[src/rtl/vau_pkg.sv]
// Shared types, opcodes and constants of the 3D vector arithmetic unit.
// No dependencies; every other file of the block imports this package.
`timescale 1ns / 1ps
package vau_pkg;

   localparam int WORD_BITS   = 32;
   localparam int FRAC_BITS   = 16;
   localparam int MAG_BITS    = WORD_BITS;          // |x| up to 2^(W-1)
   localparam int PROD_BITS   = 2 * MAG_BITS;
   localparam int ACC_BITS    = PROD_BITS + 2;      // sum of three signed products
   localparam int NUM_BITS    = WORD_BITS + FRAC_BITS;
   localparam int QUEUE_DEPTH = 4;

   localparam logic [3:0] OP_ADD       = 4'd0;
   localparam logic [3:0] OP_SUB       = 4'd1;
   localparam logic [3:0] OP_SCALE     = 4'd2;
   localparam logic [3:0] OP_DIVIDE    = 4'd3;
   localparam logic [3:0] OP_DOT       = 4'd4;
   localparam logic [3:0] OP_CROSS     = 4'd5;
   localparam logic [3:0] OP_NORMALIZE = 4'd6;
   localparam logic [3:0] OP_MAGNITUDE = 4'd7;
   localparam logic [3:0] OP_EQUAL     = 4'd8;

   localparam logic [1:0] ERR_NONE      = 2'd0;
   localparam logic [1:0] ERR_DIV_ZERO  = 2'd1;
   localparam logic [1:0] ERR_ZERO_NORM = 2'd2;

   typedef struct packed {
      logic [3:0]                  opcode;
      logic signed [WORD_BITS-1:0] a_x;
      logic signed [WORD_BITS-1:0] a_y;
      logic signed [WORD_BITS-1:0] a_z;
      logic signed [WORD_BITS-1:0] b_x;
      logic signed [WORD_BITS-1:0] b_y;
      logic signed [WORD_BITS-1:0] b_z;
      logic signed [WORD_BITS-1:0] scale_value;
   } req_type;

   typedef struct packed {
      logic signed [WORD_BITS-1:0] res_x;
      logic signed [WORD_BITS-1:0] res_y;
      logic signed [WORD_BITS-1:0] res_z;
      logic signed [WORD_BITS-1:0] res_scalar;
      logic                        is_equal;
      logic [1:0]                  error_code;
      logic                        overflow;
   } rsp_type;

   // Classified item as queued between front and back.
   typedef struct packed {
      logic [3:0]                opcode;
      logic [2:0]                a_neg;
      logic [2:0][MAG_BITS-1:0]  a_mag;
      logic [2:0]                b_neg;
      logic [2:0][MAG_BITS-1:0]  b_mag;
      logic                      s_neg;
      logic [MAG_BITS-1:0]       s_mag;
      logic                      is_equal;
      logic                      s_zero;
   } work_type;

   typedef struct packed {
      logic [WORD_BITS-1:0] value;
      logic                 ovf;
   } sat_type;

   // Sign and magnitude to a clamped two's complement word.
   function automatic sat_type saturate(input logic neg, input logic [ACC_BITS-1:0] mag);
      sat_type              r;
      logic [ACC_BITS-1:0]  lim;
      lim   = ACC_BITS'({(WORD_BITS-1){1'b1}});
      r.ovf = 1'b0;
      if (!neg) begin
         if (mag > lim) begin
            r.value = {1'b0, {(WORD_BITS-1){1'b1}}};
            r.ovf   = 1'b1;
         end else begin
            r.value = mag[WORD_BITS-1:0];
         end
      end else begin
         if (mag > lim + ACC_BITS'(1)) begin
            r.value = {1'b1, {(WORD_BITS-1){1'b0}}};
            r.ovf   = 1'b1;
         end else begin
            r.value = -mag[WORD_BITS-1:0];
         end
      end
      return r;
   endfunction

endpackage

[src/rtl/vau_front.sv]
// Front end: splits the request words into sign and magnitude and
// precomputes the equality and zero-divisor flags. Uses vau_pkg.
`timescale 1ns / 1ps
module vau_front import vau_pkg::*; (
   input  req_type  req_data,
   output work_type work
);

   function automatic logic [MAG_BITS-1:0] mag_of(input logic [WORD_BITS-1:0] x);
      return x[WORD_BITS-1] ? -x : x;
   endfunction

   always_comb begin
      work.opcode   = req_data.opcode;
      work.a_neg    = {req_data.a_z[WORD_BITS-1], req_data.a_y[WORD_BITS-1],
                       req_data.a_x[WORD_BITS-1]};
      work.b_neg    = {req_data.b_z[WORD_BITS-1], req_data.b_y[WORD_BITS-1],
                       req_data.b_x[WORD_BITS-1]};
      work.a_mag[0] = mag_of(req_data.a_x);
      work.a_mag[1] = mag_of(req_data.a_y);
      work.a_mag[2] = mag_of(req_data.a_z);
      work.b_mag[0] = mag_of(req_data.b_x);
      work.b_mag[1] = mag_of(req_data.b_y);
      work.b_mag[2] = mag_of(req_data.b_z);
      work.s_neg    = req_data.scale_value[WORD_BITS-1];
      work.s_mag    = mag_of(req_data.scale_value);
      work.s_zero   = (req_data.scale_value == '0);
      work.is_equal = (req_data.a_x == req_data.b_x) && (req_data.a_y == req_data.b_y) &&
                      (req_data.a_z == req_data.b_z);
   end

endmodule

[config.mk]
export PLATFORM = sky130hd
export DESIGN_NAME = vau_front
export DESIGN_NICKNAME = d
export VERILOG_FILES = /design/src/rtl/vau_pkg.sv /design/src/rtl/vau_front.sv
export SDC_FILE = /design/constraint.sdc
export NUM_CORES = 1
export LEC_CHECK = 0
export BUFFER_PORTS_ARGS = -buffer_cell sky130_fd_sc_hd__buf_2
export CORE_AREA = 10 10 172 174
export DETAILED_ROUTE_END_ITERATION = 8
export DIE_AREA = 0 0 182 184
export PLACE_DENSITY_LB_ADDON = 0.25
export SETUP_SLACK_MARGIN = 0.15
export SLEW_MARGIN = 40
export SYNTH_ARGS = -nofsm -noshare
export SYNTH_HDL_FRONTEND = slang
export SYNTH_SLANG_ARGS = --single-unit
[constraint.sdc]
create_clock -name vclk -period 2.75
set_clock_uncertainty 0.1 [all_clocks]
set_input_delay 0.275 -clock vclk [all_inputs]
set_output_delay 0.275 -clock vclk [all_outputs]
set_load 0.01 [all_outputs]
==> After elaboration in Yosys (flattened, before gate mapping) <==
Cells that the tools add are included.
{ "word_totals": {"register_bits": 0, "elab_cells": 20} }
{ "op_classes": {"n_eq_ne": 3, "n_mux": 7, "addsub": 7, "n_reduce_logical": 3} }
{ "op_table": {"columns": ["operator", "count"], "rows": [
  ["32-bit 2-to-1 mux", 7],
  ["32-bit negation", 7],
  ["32-bit equality test", 3],
  ["32-bit zero test", 1],
  ["1-bit logical AND", 2]
]} }

==> Depth between registers and ports, before layout <==
{ "logic_depth": {"word_depth": 3, "ltp_mapped": 7, "depth_no_buf": 7} }

==> Worst setup path after synthesis <==
No wires, ideal clock.
{ "synth_timing": {"path_kind": "input -> output", "from": "input port req_data[54] in the netlist's numbering", "to": "output port work[130] in the netlist's numbering", "slack_ns": 0.347, "required_ns": 2.375, "arrival_ns": 2.028, "path_stages": 4, "cell_sequence": "or4_4 -> or4_4 -> or3_1 -> nor4_1"} }
{ "synth_lines": {"columns": ["element", "line_no", "text"], "rows": [
  ["start, declared", "vau_front.sv:5", "input req_type req_data,"],
  ["end, declared", "vau_front.sv:6", "output work_type work"]
]} }

==> results.yml <==
layout:
  mostFrequentLayoutCells: "445 x buf_2, 259 x xnor2_1, 70 x buf_4"
  drive_gt1_share_pct: 49.5
  final_area_mm2: 0.00936
  multi_input_area_mm2: 0.00598
  diodes: 0
  fin_nets: 1520
  numSequentialCells: 0
  final_common_cell: "buf_2"
  nClkBuffers: 0
  syn2layout_area_growth_pct: 63.9
  fill_cells: 2846
  regArea_um2: 0
synth:
  synth_area_mm2: 0.00571
  synth.avg_cell_area_um2: 7.08
  yosys_warnings: 0
  synth_top_cell_by_area: "xnor2_1"
  synthesis.nets: 1041
  post_synth_inst_count: 806
  synth_top_cells_by_area: "xnor2_1 40%, o31ai_1 6.7%, o21ai_0 6.6%"
  synth_cell_types: 45
  yosysTopAreaCellShare_pct: 39.9
  ys_seq_area_share_pct: 0
route:
  vias: 8010
  route.antenna.remaining_nets: 0
  drc: 0
  wirelength_um: 37400
  dr.pass1.iters: 5
  wire_per_inst_um: 23.1
  drt_iter0_drc: 361
  vias_per_cell: 4.95
placed_design:
  pre_cts_ws_ps: -64.0
  io_buffers: 457
  dp_hpwl_um: 33200
  routabilityCongestion: 0.927
  dpl_cell_area_mm2: 0.00858
sta:
  fin_crit_ps: 2600
  finalSetupViolations: 0
  worst_pin_slew_ps: 846
  finalMaxSlewViolations: 0
  max_freq_ghz: 0.385
  fin_ws_ps: 150
  slew_headroom_pct: 43.1
  rsz0062_at_grt: "yes"
  fin_tns_setup_ps: 0
  hold_viol: 0
  holdWs_ps: 450
  period_share_pct: 94.5
power_and_ir_drop:
  p_leak_nw: 3.81
  power_density_mw_per_mm2: 193
  peakVddDrop_mv: 0.105
  p_total_w: 0.00180
die:
  die_h_um: 184
  initial_core_util_pct: 22.0
  pin_count: 465
  row_count: 59
  fp.dieW_um: 182
  dieArea_mm2: 0.0335
  core_mm2: 0.0259
global_routing:
  grt_pass1_vias: 8280
  grt_max_degree: 35
  grt_pass1_wl_um: 53400
  antenna_found_initial: 0
  grt_overflow: 0
  grt_usage_pct: 20.2
outcome:
  status: "complete, no violations"
worst_setup_path:
  cp_max_fo: 3
  cp-start-kind: "primary input"
  critical_path_class: "primary input to output pin"
  critPathMostFrequentCell: "or4_4"
  slowest_stage: "or4_4"
  slowest_delay_ps: 500
  cp.arrival_ps: 2220
  critPathRequiredTime_ps: 2380
  crit_path_end_kind: "output pin"
  crit_chain: "buf_6, or3_4, or4_4, or4_4, o31ai_4, xnor2_1, buf_2"
min_path:
  hp-class: "primary input to output pin"
clocking:
  holdBufCountCts: 0
job:
  cap_violations: 0
## critical path, delay by kind of cell
| kind | cells | cell delay, ps |
|---|---|---|
| and+or+nand+nor | 3 | 1370 |
| AOI/OAI and AO/OA | 1 | 200 |
| buffers and inverters | 2 | 250 |
| xor gates and xnor gates | 1 | 130 |
## through the flow
stage	instances	utilization [%]
finish	1618	36.1
global route	1618	36.1
CTS	1611	34.2
detailed placement	1606	33.1
global placement	1606	33.1
floorplan	806	-
## layer usage
layer  track usage [%]  wire length [µm]
met5                 0                 0
met4              1.50               359
met3              4.41              2670
met2              37.7             19000
met1              24.0             15400
## cells by family after synthesis
logic type,after synthesis,synth area share (%)
xor+xnor,289,44.3
simple gates,259,26.7
compound gates,179,21.5
buf+inv,72,5.92
fa+ha+maj,7,1.53
## report_power, final
part           switching [W]  internal (W)  total, W
clock                      0             0         0
sequential                 0             0         0
combinational        0.00105      0.000759   0.00180
## synthesized netlist by cell type, types with 3 or more instances
library cell,n
xnor2_1,260
o21ai_0,75
nand2_1,56
o31ai_1,51
or4_1,34
o41ai_1,30
xor2_1,29
clkbuf_1,28
inv_1,26
nor4_1,25
nand4_1,22
nor2_1,20
buf_4,18
nor3_1,18
or3_1,17
nand3_1,14
nand2b_1,13
nor2b_1,10
ha_1,7
or2_2,7
o21ai_1,5
or4_4,5
or2_1,4
a2111o_1,3
a21oi_1,3
## final timing paths
kind | cells past startpoint | endpoint | slack, ps | startpoint
max | 7 | work[182] | 150 | req_data[164]
min | 0 | work[233] | 450 | req_data[224]
## layout make-up
type / instances / area share [%]
Tap cell: 335 / 4.48
Timing Repair Buffer: 523 / 30.5
Inverter: 26 / 1.07
Multi-Input combinational cell: 734 / 63.9
## timing repair
item / CTS / global route
endpoints found under the setup margin: 56 / 85
setup buffers: 5 / 7
pin swaps: 10 / 25
resized for setup: 51 / 98
(Power assumes the default switching activity.)
