**src/rtl/vau_pkg.sv**
```systemverilog
// Shared types, opcodes and constants of the 3D vector arithmetic unit.
// No dependencies; every other file of the block imports this package.
`timescale 1ns / 1ps
package vau_pkg;

   localparam int WORD_BITS   = 32;
   localparam int FRAC_BITS   = 16;
   localparam int MAG_BITS    = WORD_BITS;          // |x| up to 2^(W-1)
   localparam int PROD_BITS   = 2 * MAG_BITS;
   localparam int ACC_BITS    = PROD_BITS + 2;      // sum of three signed products
   localparam int NUM_BITS    = WORD_BITS + FRAC_BITS;
   localparam int QUEUE_DEPTH = 4;

   localparam logic [3:0] OP_ADD       = 4'd0;
   localparam logic [3:0] OP_SUB       = 4'd1;
   localparam logic [3:0] OP_SCALE     = 4'd2;
   localparam logic [3:0] OP_DIVIDE    = 4'd3;
   localparam logic [3:0] OP_DOT       = 4'd4;
   localparam logic [3:0] OP_CROSS     = 4'd5;
   localparam logic [3:0] OP_NORMALIZE = 4'd6;
   localparam logic [3:0] OP_MAGNITUDE = 4'd7;
   localparam logic [3:0] OP_EQUAL     = 4'd8;

   localparam logic [1:0] ERR_NONE      = 2'd0;
   localparam logic [1:0] ERR_DIV_ZERO  = 2'd1;
   localparam logic [1:0] ERR_ZERO_NORM = 2'd2;

   typedef struct packed {
      logic [3:0]                  opcode;
      logic signed [WORD_BITS-1:0] a_x;
      logic signed [WORD_BITS-1:0] a_y;
      logic signed [WORD_BITS-1:0] a_z;
      logic signed [WORD_BITS-1:0] b_x;
      logic signed [WORD_BITS-1:0] b_y;
      logic signed [WORD_BITS-1:0] b_z;
      logic signed [WORD_BITS-1:0] scale_value;
   } req_type;

   typedef struct packed {
      logic signed [WORD_BITS-1:0] res_x;
      logic signed [WORD_BITS-1:0] res_y;
      logic signed [WORD_BITS-1:0] res_z;
      logic signed [WORD_BITS-1:0] res_scalar;
      logic                        is_equal;
      logic [1:0]                  error_code;
      logic                        overflow;
   } rsp_type;

   // Classified item as queued between front and back.
   typedef struct packed {
      logic [3:0]                opcode;
      logic [2:0]                a_neg;
      logic [2:0][MAG_BITS-1:0]  a_mag;
      logic [2:0]                b_neg;
      logic [2:0][MAG_BITS-1:0]  b_mag;
      logic                      s_neg;
      logic [MAG_BITS-1:0]       s_mag;
      logic                      is_equal;
      logic                      s_zero;
   } work_type;

   typedef struct packed {
      logic [WORD_BITS-1:0] value;
      logic                 ovf;
   } sat_type;

   // Sign and magnitude to a clamped two's complement word.
   function automatic sat_type saturate(input logic neg, input logic [ACC_BITS-1:0] mag);
      sat_type              r;
      logic [ACC_BITS-1:0]  lim;
      lim   = ACC_BITS'({(WORD_BITS-1){1'b1}});
      r.ovf = 1'b0;
      if (!neg) begin
         if (mag > lim) begin
            r.value = {1'b0, {(WORD_BITS-1){1'b1}}};
            r.ovf   = 1'b1;
         end else begin
            r.value = mag[WORD_BITS-1:0];
         end
      end else begin
         if (mag > lim + ACC_BITS'(1)) begin
            r.value = {1'b1, {(WORD_BITS-1){1'b0}}};
            r.ovf   = 1'b1;
         end else begin
            r.value = -mag[WORD_BITS-1:0];
         end
      end
      return r;
   endfunction

endpackage

```
**src/rtl/vau_fifo.sv**
```systemverilog
// Short queue of classified items between front and back.
// Uses work_type from vau_pkg.
`timescale 1ns / 1ps
module vau_fifo import vau_pkg::*; #(
   parameter int DEPTH = QUEUE_DEPTH
) (
   input  logic     clock,
   input  logic     reset,
   input  logic     push,
   input  work_type push_data,
   output logic     full,
   input  logic     pop,
   output logic     empty,
   output work_type head
);

   localparam int PTR_BITS = (DEPTH > 1) ? $clog2(DEPTH) : 1;
   localparam int CNT_BITS = $clog2(DEPTH + 1);

   work_type              mem_ff [DEPTH];
   logic [PTR_BITS-1:0]   wr_ff, rd_ff;
   logic [CNT_BITS-1:0]   cnt_ff;

   assign full  = (cnt_ff == CNT_BITS'(DEPTH));
   assign empty = (cnt_ff == '0);
   assign head  = mem_ff[rd_ff];

   always_ff @(posedge clock) begin
      if (push) begin
         mem_ff[wr_ff] <= push_data;
      end
   end

   always_ff @(posedge clock) begin
      if (reset) begin
         wr_ff  <= '0;
         rd_ff  <= '0;
         cnt_ff <= '0;
      end else begin
         if (push) begin
            wr_ff <= (wr_ff == PTR_BITS'(DEPTH - 1)) ? '0 : wr_ff + 1'b1;
         end
         if (pop) begin
            rd_ff <= (rd_ff == PTR_BITS'(DEPTH - 1)) ? '0 : rd_ff + 1'b1;
         end
         if (push && !pop) begin
            cnt_ff <= cnt_ff + 1'b1;
         end else if (pop && !push) begin
            cnt_ff <= cnt_ff - 1'b1;
         end
      end
   end

endmodule

```
**config.mk**
```make
export PLATFORM = sky130hd
export DESIGN_NAME = vau_fifo
export DESIGN_NICKNAME = d
export VERILOG_FILES = /design/src/rtl/vau_pkg.sv /design/src/rtl/vau_fifo.sv
export SDC_FILE = /design/constraint.sdc
export NUM_CORES = 1
export LEC_CHECK = 0
export BUFFER_PORTS_ARGS = -buffer_cell sky130_fd_sc_hd__buf_4
export CORE_MARGIN = 1
export CORE_UTILIZATION = 35
export DETAILED_ROUTE_END_ITERATION = 7
export GPL_ROUTABILITY_DRIVEN = 0
export PLACE_DENSITY = 0.57
export SETUP_SLACK_MARGIN = 0.15
export SYNTH_ARGS = -nofsm -noshare
export SYNTH_HDL_FRONTEND = slang
export SYNTH_SLANG_ARGS = --single-unit
```
**constraint.sdc**
```tcl
create_clock -name clock -period 6.51 [get_ports clock]
set_input_delay 0.9765 -clock clock [delete_from_list [all_inputs] [get_ports clock]]
set_output_delay 0.9765 -clock clock [all_outputs]
set_load 0.005 [all_outputs]
```
* Word level (Yosys, flattened, before mapping) *
Memory sizes are Yosys's and may differ from the RTL's. A register that Yosys moved wholly into a read port is not among the register bits.
Cells that the tools add are included.

storage, ports and cells
  bits in writable memories = 948
  memories = 1
  input bits = 241
  register bits after elaboration = 7
  word-level logic and storage cells = 25

operators by class
  muxes and demuxes = 8
  eq/ne operators = 3
  $add $sub $neg = 4
  reductions and logical operators = 6

memory list
  memory  words  width  rd ports  clocked after Yosys merged registers in  wr ports  RTL line        RTL
  mem_ff  4      237    1         1                                        1         vau_fifo.sv:20  work_type mem_ff [DEPTH];

operators with widths
  kind                                               number
  2-to-1 mux 2 bit                                   4
  2-to-1 mux 3 bit                                   2
  adder 2 x 1 -> 2 bit (second input constant)       2
  == test 2 bit (second input constant)              2
  adder 3 x 1 -> 3 bit (second input constant)       1
  == test 3 bit (second input constant)              1
  logical NOT 3 bit                                  1
  subtractor 3 x 1 -> 3 bit (second input constant)  1
  logical AND 1 bit                                  2
  logical NOT 1 bit                                  2
  2-to-1 mux 1 bit                                   2
  nonzero test 2 bit                                 1

* Longest topological paths before layout *
Gate-level depths: netlist (run 1).

  depth in word-level cells = 4
  depth in mapped cells = 7
  mapped depth without buffers = 7

* Worst setup path after synthesis (run 1) *
No wires, ideal clock.

  path type = in2reg
  start = input push
  end = memory mem_ff[0][0] (netlist bit), enable pin
  setup time = 0.627 ns
  arrival = 6.339 ns
  buffers on the path = 0
  stages = 1
  required time = 5.883 ns
  slack = -0.455 ns
  path through = and2_1

on the way
  cells in the longest elaborated chain, start to end = 2

ends and longest elaborated chain
  item                                    RTL line        RTL
  from (decl)                             vau_fifo.sv:9   input logic push,
  2-to-1 mux 1 bit                        vau_fifo.sv:29  if (push) begin
  2-to-1 mux 1 bit (implied by the code)  vau_fifo.sv:30  mem_ff[wr_ff] <= push_data;
  to (decl)                               vau_fifo.sv:20

Every way passes these cells.

==> key figures, run 1 <==
Clocking
  – Post-CTS Setup Inserts: 0
  – CTS buffer count: 100
  – Worst-path clk slew: 0.06 ns
  – Hold_buf cts: 0
  – CTS tree: built
  – CTS Buffer Depth: 3
  – Clock sinks: 957
  – Clock root buffer master: clkbuf_16
  – H-tree levels: 3
  – Post-CTS resize count: 0
  – Clk_lat worst skew: 0.65 ns

Setup path
  – Register-to-Register Path Depth: 3
  – Slowest CP cell: dfxtp_4
  – Crit. End Element: primary output
  – Reg-to-reg slack, setup: 4.49 ns
  – CP max FO: 103
  – Slowest stage delay, CP: 0.65 ns
  – CP Depth: 3
  – Critical path class: reg2out
  – CP startpoint kind: flop
  – Crit path max-delay family: buffers and inverters
  – Crit path cell chain: buf_12, mux4_2, buf_4
  – WP buf/inv: 2
  – Crit path DAT: 3.04 ns
  – CP required: 5.53 ns

Logic synthesis
  – Number of synthesized register bits: 957
  – Synth Instances: 1282
  – Syn Nets: 1530
  – Synthesized area: 0.03490 mm^2
  – Top-area cell type share of the netlist area: 81.57%
  – Syn_area_per_cell: 27.22 um^2
  – Synth warn: 0
  – Distinct cells, synth: 20
  – Register area share after synthesis: 82.09%
  – Synth area leader: edfxtp_1
  – Synth top area cells: edfxtp_1 82%, mux4_2 15%, buf_12 1.4%

STA
  – Max_slew headroom: 20.35%
  – Fmax: 248.7 MHz
  – Worst Clk Skew: 0.02151 ns
  – Tmin final: 4.021 ns
  – RSZ-0062 raised after global routing: no
  – Final Hold Viols: 0
  – Period utilisation layout: 61.77%
  – Max-slew violations: 0
  – Setup violators final: 0
  – Setup TNS: 0 ns
  – Worst slew pin tran: 1.195 ns

Die
  – Core ar.: 0.09856 mm^2
  – Starting Density: 35.41%
  – Die area: 0.1010 mm^2
  – Top Ports: 480
  – Chip Height: 317.8 um
  – Die width: 317.8 um
  – # rows: 115

Power and ir drop
  – Power per cell area: 324.7 mW/mm^2
  – Leak: 14.21 nW
  – Clk pwr share: 40.3%
  – Internal Power: 11.05 mW
  – Sw power: 2.918 mW
  – Sw Share: 20.89%
  – Reg power frac: 51.1%
  – IR drop worst, VDD: 267.4 uV
  – Comb pwr share: 8.6%

Finish
  – Post-layout net count: 2071
  – Fillcell total: 8376
  – Non-filler cells, final: 3201
  – Commonest cells after routing, fill and taps aside: 948 x edfxtp_1, 480 x buf_4, 237 x mux4_2, 102 x clkbuf_16, 27 x clkinv_1
  – Share of layout cells above drive strength 1: 45.83%
  – Fin util: 43.64%
  – Most common cell after layout, fill and taps aside: edfxtp_1
  – Synth-to-Final Area Change: 23.24%
  – Finished Cell Area: 0.04301 mm^2

Hold path
  – Hold Crit Depth: 1
  – Hold Path Class: in2reg

Global route
  – Vias in the first global route: 16710
  – Global route total overflow: 0
  – All-Layer GR Usage: 14.05%
  – Met1 usage: 16.59%
  – First-pass GRT wire length: 106600 um
  – Pin count of the biggest net entering global routing: 128
  – Global Route met3 Usage: 5.655%
  – GRT met2 Usage: 23.30%
  – Initial antenna violation count: 15
  – Grt peak-use layer: met2

Detailed routing
  – Pre-antenna DRT Iters: 5
  – Total vias in the final route: 15290
  – # DRC: 0
  – Routed WL: 71070 um
  – WL/cell: 22.20 um
  – Via-to-Cell Ratio: 4.776
  – Post-DRT Antenna Nets: 0
  – DRT iter0 DRCs: 1000

Placement
  – IO buf count: 479
  – Placement Cell Area: 0.03972 mm^2
  – Post-Place Cells: 3008
  – Post-DP HPWL: 41250 um

Flow run
  – # Max-Cap Violations: 0

Run status
  – Status: complete, no violations
[logic make-up (layout without fill, tap and decap cells)]
| group | count (synthesis) | count (layout) | synth area share [%] |
|---|---|---|---|
| and+or+nand+nor | 15 | 15 | 0.2223 |
| other | 0 | 7 | 0 |
| AOI/OAI and AO/OA | 3 | 3 | 0.04301 |
| muxes | 241 | 241 | 15.41 |
| DFF | 957 | 957 | 82.09 |
| buffers and inverters | 57 | 682 | 1.918 |
| adders and majority gates | 7 | 7 | 0.2725 |
| xor gates and xnor gates | 2 | 2 | 0.05020 |
[final timing paths]
kind	start	end
min reg2reg	rd_ff[0]	flop
max reg2reg	wr_ff[0]	mem_ff[3][171]
max	flop	head[172]
min	push_data[157]	mem_ff[2][157]
[routing by layer]
metal,share of wire (%),vias up,routed length [um]
met1,38,8063,26900
met3,8.3,133,5906
met4,2.6,16,1863
li1,-,6682,-
met5,0.15,-,109
met2,51,394,36290
[worst register-to-register path, delay by kind of cell (launching register included)]
kind          cells  cell delay (ns)
fa+ha+maj         1             0.21
flops             1             0.40
buf+inv           1             0.43
simple gates      1             0.18
[synth_stat cells (all sizes together)]
master  count
edfxtp    948
mux4      237
buf        51
dfxtp       9
nor2        7
ha          6
and2        4
inv         4
mux2i       4
a21oi       2
clkbuf      2
nor3b       2
xor2        2
fa          1
nor3        1
o21ai       1
or3         1
[area by class of cell]
type / count / area (um^2) / share of cell area (%)
sequential: 957 / 28660 / 66.62
timing repair buffer: 492 / 3844 / 8.936
multi-input combinational: 268 / 5593 / 13.00
inverter: 4 / 15.01 / 0.03491
clock inverter: 64 / 649.4 / 1.510
antenna: 7 / 17.52 / 0.04073
tap: 1287 / 1610 / 3.744
clock buffer: 122 / 2628 / 6.109
[power groups by stage]
stage | sequential (mW) | clock [mW] | combinational, mW
6_report | 7.14 | 5.63 | 1.19
3_3_place_gp | 7.25 | 0 | 1.21
5_1_grt | 7.16 | 6.02 | 1.29
4_1_cts | 7.14 | 5.81 | 1.23
2_1_floorplan | 7.26 | 0 | 0.598
3_5_place_dp | 7.27 | 0 | 1.23
[sequential cells by signal (all words and copies together), names as in the netlist, named ones only]
name,flops
cnt_ff,3
mem_ff,948
rd_ff,2
wr_ff,2
[through the flow]
stage | total power, mW | hold slack [ns] | setup slack (ns)
after floorplan | 7.863 | 0.4603 | 2.195
after global placement | 8.464 | 0.4747 | 3.132
after detailed placement | 8.500 | 0.5304 | 3.153
after CTS | 14.19 | 0.4355 | 2.407
after global routing | 14.47 | 0.4522 | 2.210
final | 13.97 | 0.5103 | 2.489
(Power assumes the default switching activity.)
==> run 2: changes to the inputs <==
clock period = 3.5 ns   (was 6.51 ns; I/O delays follow)
==> key figures, run 2 (same netlist as run 1, synthesis figures left out) <==
Run status
  – Status: complete, no violations (unchanged)

Power and ir drop
  – IR drop worst, VDD: 502.9 uV (was 267.4 uV)
  – Power per cell area: 584.4 mW/mm^2 (was 324.7 mW/mm^2)
  – Leak: 14.91 nW (was 14.21 nW)

Finish
  – Largest reg by FF count: mem_ff (unchanged)
  – Most common cell after layout, fill and taps aside: edfxtp_1 (unchanged)
  – Synth-to-Final Area Change: 27.37% (was 23.24%)
  – Fin util: 45.10% (was 43.64%)
  – Share of layout cells above drive strength 1: 44.86% (was 45.83%)
  – Biggest registers after layout: mem_ff (948), cnt_ff (3) (unchanged)
  – Post-layout net count: 2224 (was 2071)
  – Commonest cells after routing, fill and taps aside: 948 x edfxtp_1, 522 x buf_4, 237 x mux4_2, 103 x dlygate4sd3_1, 102 x clkbuf_16 (was 948 x edfxtp_1, 480 x buf_4, 237 x mux4_2, 102 x clkbuf_16, 27 x clkinv_1)
  – Largest register FFs: 948 (unchanged)

Clocking
  – Clk_lat worst skew: 0.68 ns (was 0.65 ns)
  – Clock root buffer master: clkbuf_16 (unchanged)
  – Post-CTS Setup Inserts: 0 (unchanged)
  – CTS Buffer Depth: 3 (unchanged)
  – CTS buffer count: 101 (was 100)
  – Worst-path clk slew: 0.06 ns (about the same)
  – CTS tree: built (unchanged)
  – Clock sinks: 957 (unchanged)
  – H-tree levels: 3 (unchanged)

STA
  – Setup TNS: 0 ns (unchanged)
  – Worst Clk Skew: 0.01602 ns (was 0.02151 ns)
  – Period utilisation layout: 84.67%
  – Worst slew pin tran: 0.7851 ns (was 1.195 ns)
  – Max_slew headroom: 47.66% (was 20.35%)
  – Final Hold Viols: 0 (unchanged)
  – Max-slew violations: 0 (unchanged)
  – Fin Hold WS: 0.06223 ns (was 0.5103 ns)
  – Setup violators final: 0 (unchanged)
  – Fmax: 337.4 MHz
  – RSZ-0062 raised after global routing: no (unchanged)
  – Tmin final: 2.964 ns

Die
  – Die area: 0.1010 mm^2 (unchanged)
  – Starting Density: 35.41% (unchanged)
  – Core ar.: 0.09856 mm^2 (unchanged)
  – Top Ports: 480 (unchanged)
  – # rows: 115 (unchanged)
  – Die width: 317.8 um (unchanged)
  – Chip Height: 317.8 um (unchanged)

Global route
  – Initial antenna violation count: 7 (was 15)
  – First-pass GRT wire length: 110200 um (was 106600 um)
  – Global route total overflow: 0 (unchanged)
  – All-Layer GR Usage: 14.57% (was 14.05%)
  – Vias in the first global route: 17340 (was 16710)
  – Pin count of the biggest net entering global routing: 97 (was 128)

Detailed routing
  – Total vias in the final route: 15910 (was 15290)
  – DRT iter0 DRCs: 1105 (was 1000)
  – Pre-antenna DRT Iters: 7 (was 5)
  – WL/cell: 21.88 um (was 22.20 um)
  – # DRC: 0 (unchanged)
  – Post-DRT Antenna Nets: 0 (unchanged)
  – Routed WL: 73280 um (was 71070 um)
  – Via-to-Cell Ratio: 4.748 (was 4.776)

Setup path
  – Worst path most repeated cell: buf_4
  – Crit. End Element: primary output (unchanged)
  – CP startpoint kind: flop (unchanged)
  – Critical path class: reg2out (unchanged)
  – CP max FO: 30 (was 103)
  – Crit path DAT: 2.44 ns (was 3.04 ns)
  – Crit path cell chain: buf_4, mux4_2, buf_4 (was buf_12, mux4_2, buf_4)
  – CP required: 2.97 ns (was 5.53 ns)
  – Slowest CP cell: mux4_2 (was dfxtp_4)
  – Slowest stage delay, CP: 0.60 ns (was 0.65 ns)

Hold path
  – Hold Path Class: in2reg (unchanged)

Placement
  – IO buf count: 479 (unchanged)
  – Post-DP HPWL: 46080 um (was 41250 um)

Flow run
  – # Max-Cap Violations: 0 (unchanged)
## run 2: final cells by class
type	instances	area, um^2
Clock inverter	67	618.1
Antenna cell	1	2.502
Multi-Input combinational cell	268	5593
Inverter	4	15.01
Sequential cell	957	28660
Timing Repair Buffer	644	5330
Fill cell	8244	54110
Tap cell	1287	1610
Clock buffer	122	2628
## run 2: worst paths after layout
path	slack, ns	startpoint	depth (start not counted)	to
worst max-delay path	0.54	flop	3	head[188]
worst min-delay path	0.06	push_data[59]	1	mem_ff[0][59]
worst max register to register	1.49	wr_ff[0]	3	mem_ff[1][103]
worst min register to register	0.53	cnt_ff[2]	2	cnt_ff[2]
## run 2: routing by layer
metal | vias up | global-route usage (%) | routed length [um]
met5 | - | 0 | 76
met4 | 12 | 4.088 | 1707
met3 | 123 | 5.203 | 5369
met2 | 410 | 24.81 | 37580
met1 | 8367 | 17.39 | 28550
li1 | 6993 | - | -
## run 2: worst max-delay path, delay by kind of cell (launching register included)
| kind | cells | cell delay, ns |
|---|---|---|
| flip-flops | 1 | 0.46 |
| multiplexers | 1 | 0.60 |
| buffers and inverters | 2 | 0.67 |
## run 2: repair_timing
item / in CTS / in global routing
hold buffers: 103 / 0
gates resized for setup: 0 / 0
endpoints found under the hold margin: 349 / 0
## run 2: power by group
part	internal, mW	switching, mW	total [mW]
combinational	1.30	1.11	2.42
sequential	13.1	0.105	13.2
clock	6.03	4.28	10.3
## run 2: per-stage QoR
step / setup slack, ns / total power, mW / cell area (um^2) / cells
final: 0.5365 / 25.98 / 44450 / 3350
after global routing: 0.3133 / 26.93 / 44450 / 3350
after CTS: 0.3808 / 26.36 / 44450 / 3349
after detailed placement: 1.142 / 15.89 / 40170 / 3057
after global placement: 1.161 / 15.82 / 40170 / 3057
after floorplan: 0.8437 / 14.60 / 34910 / 1282
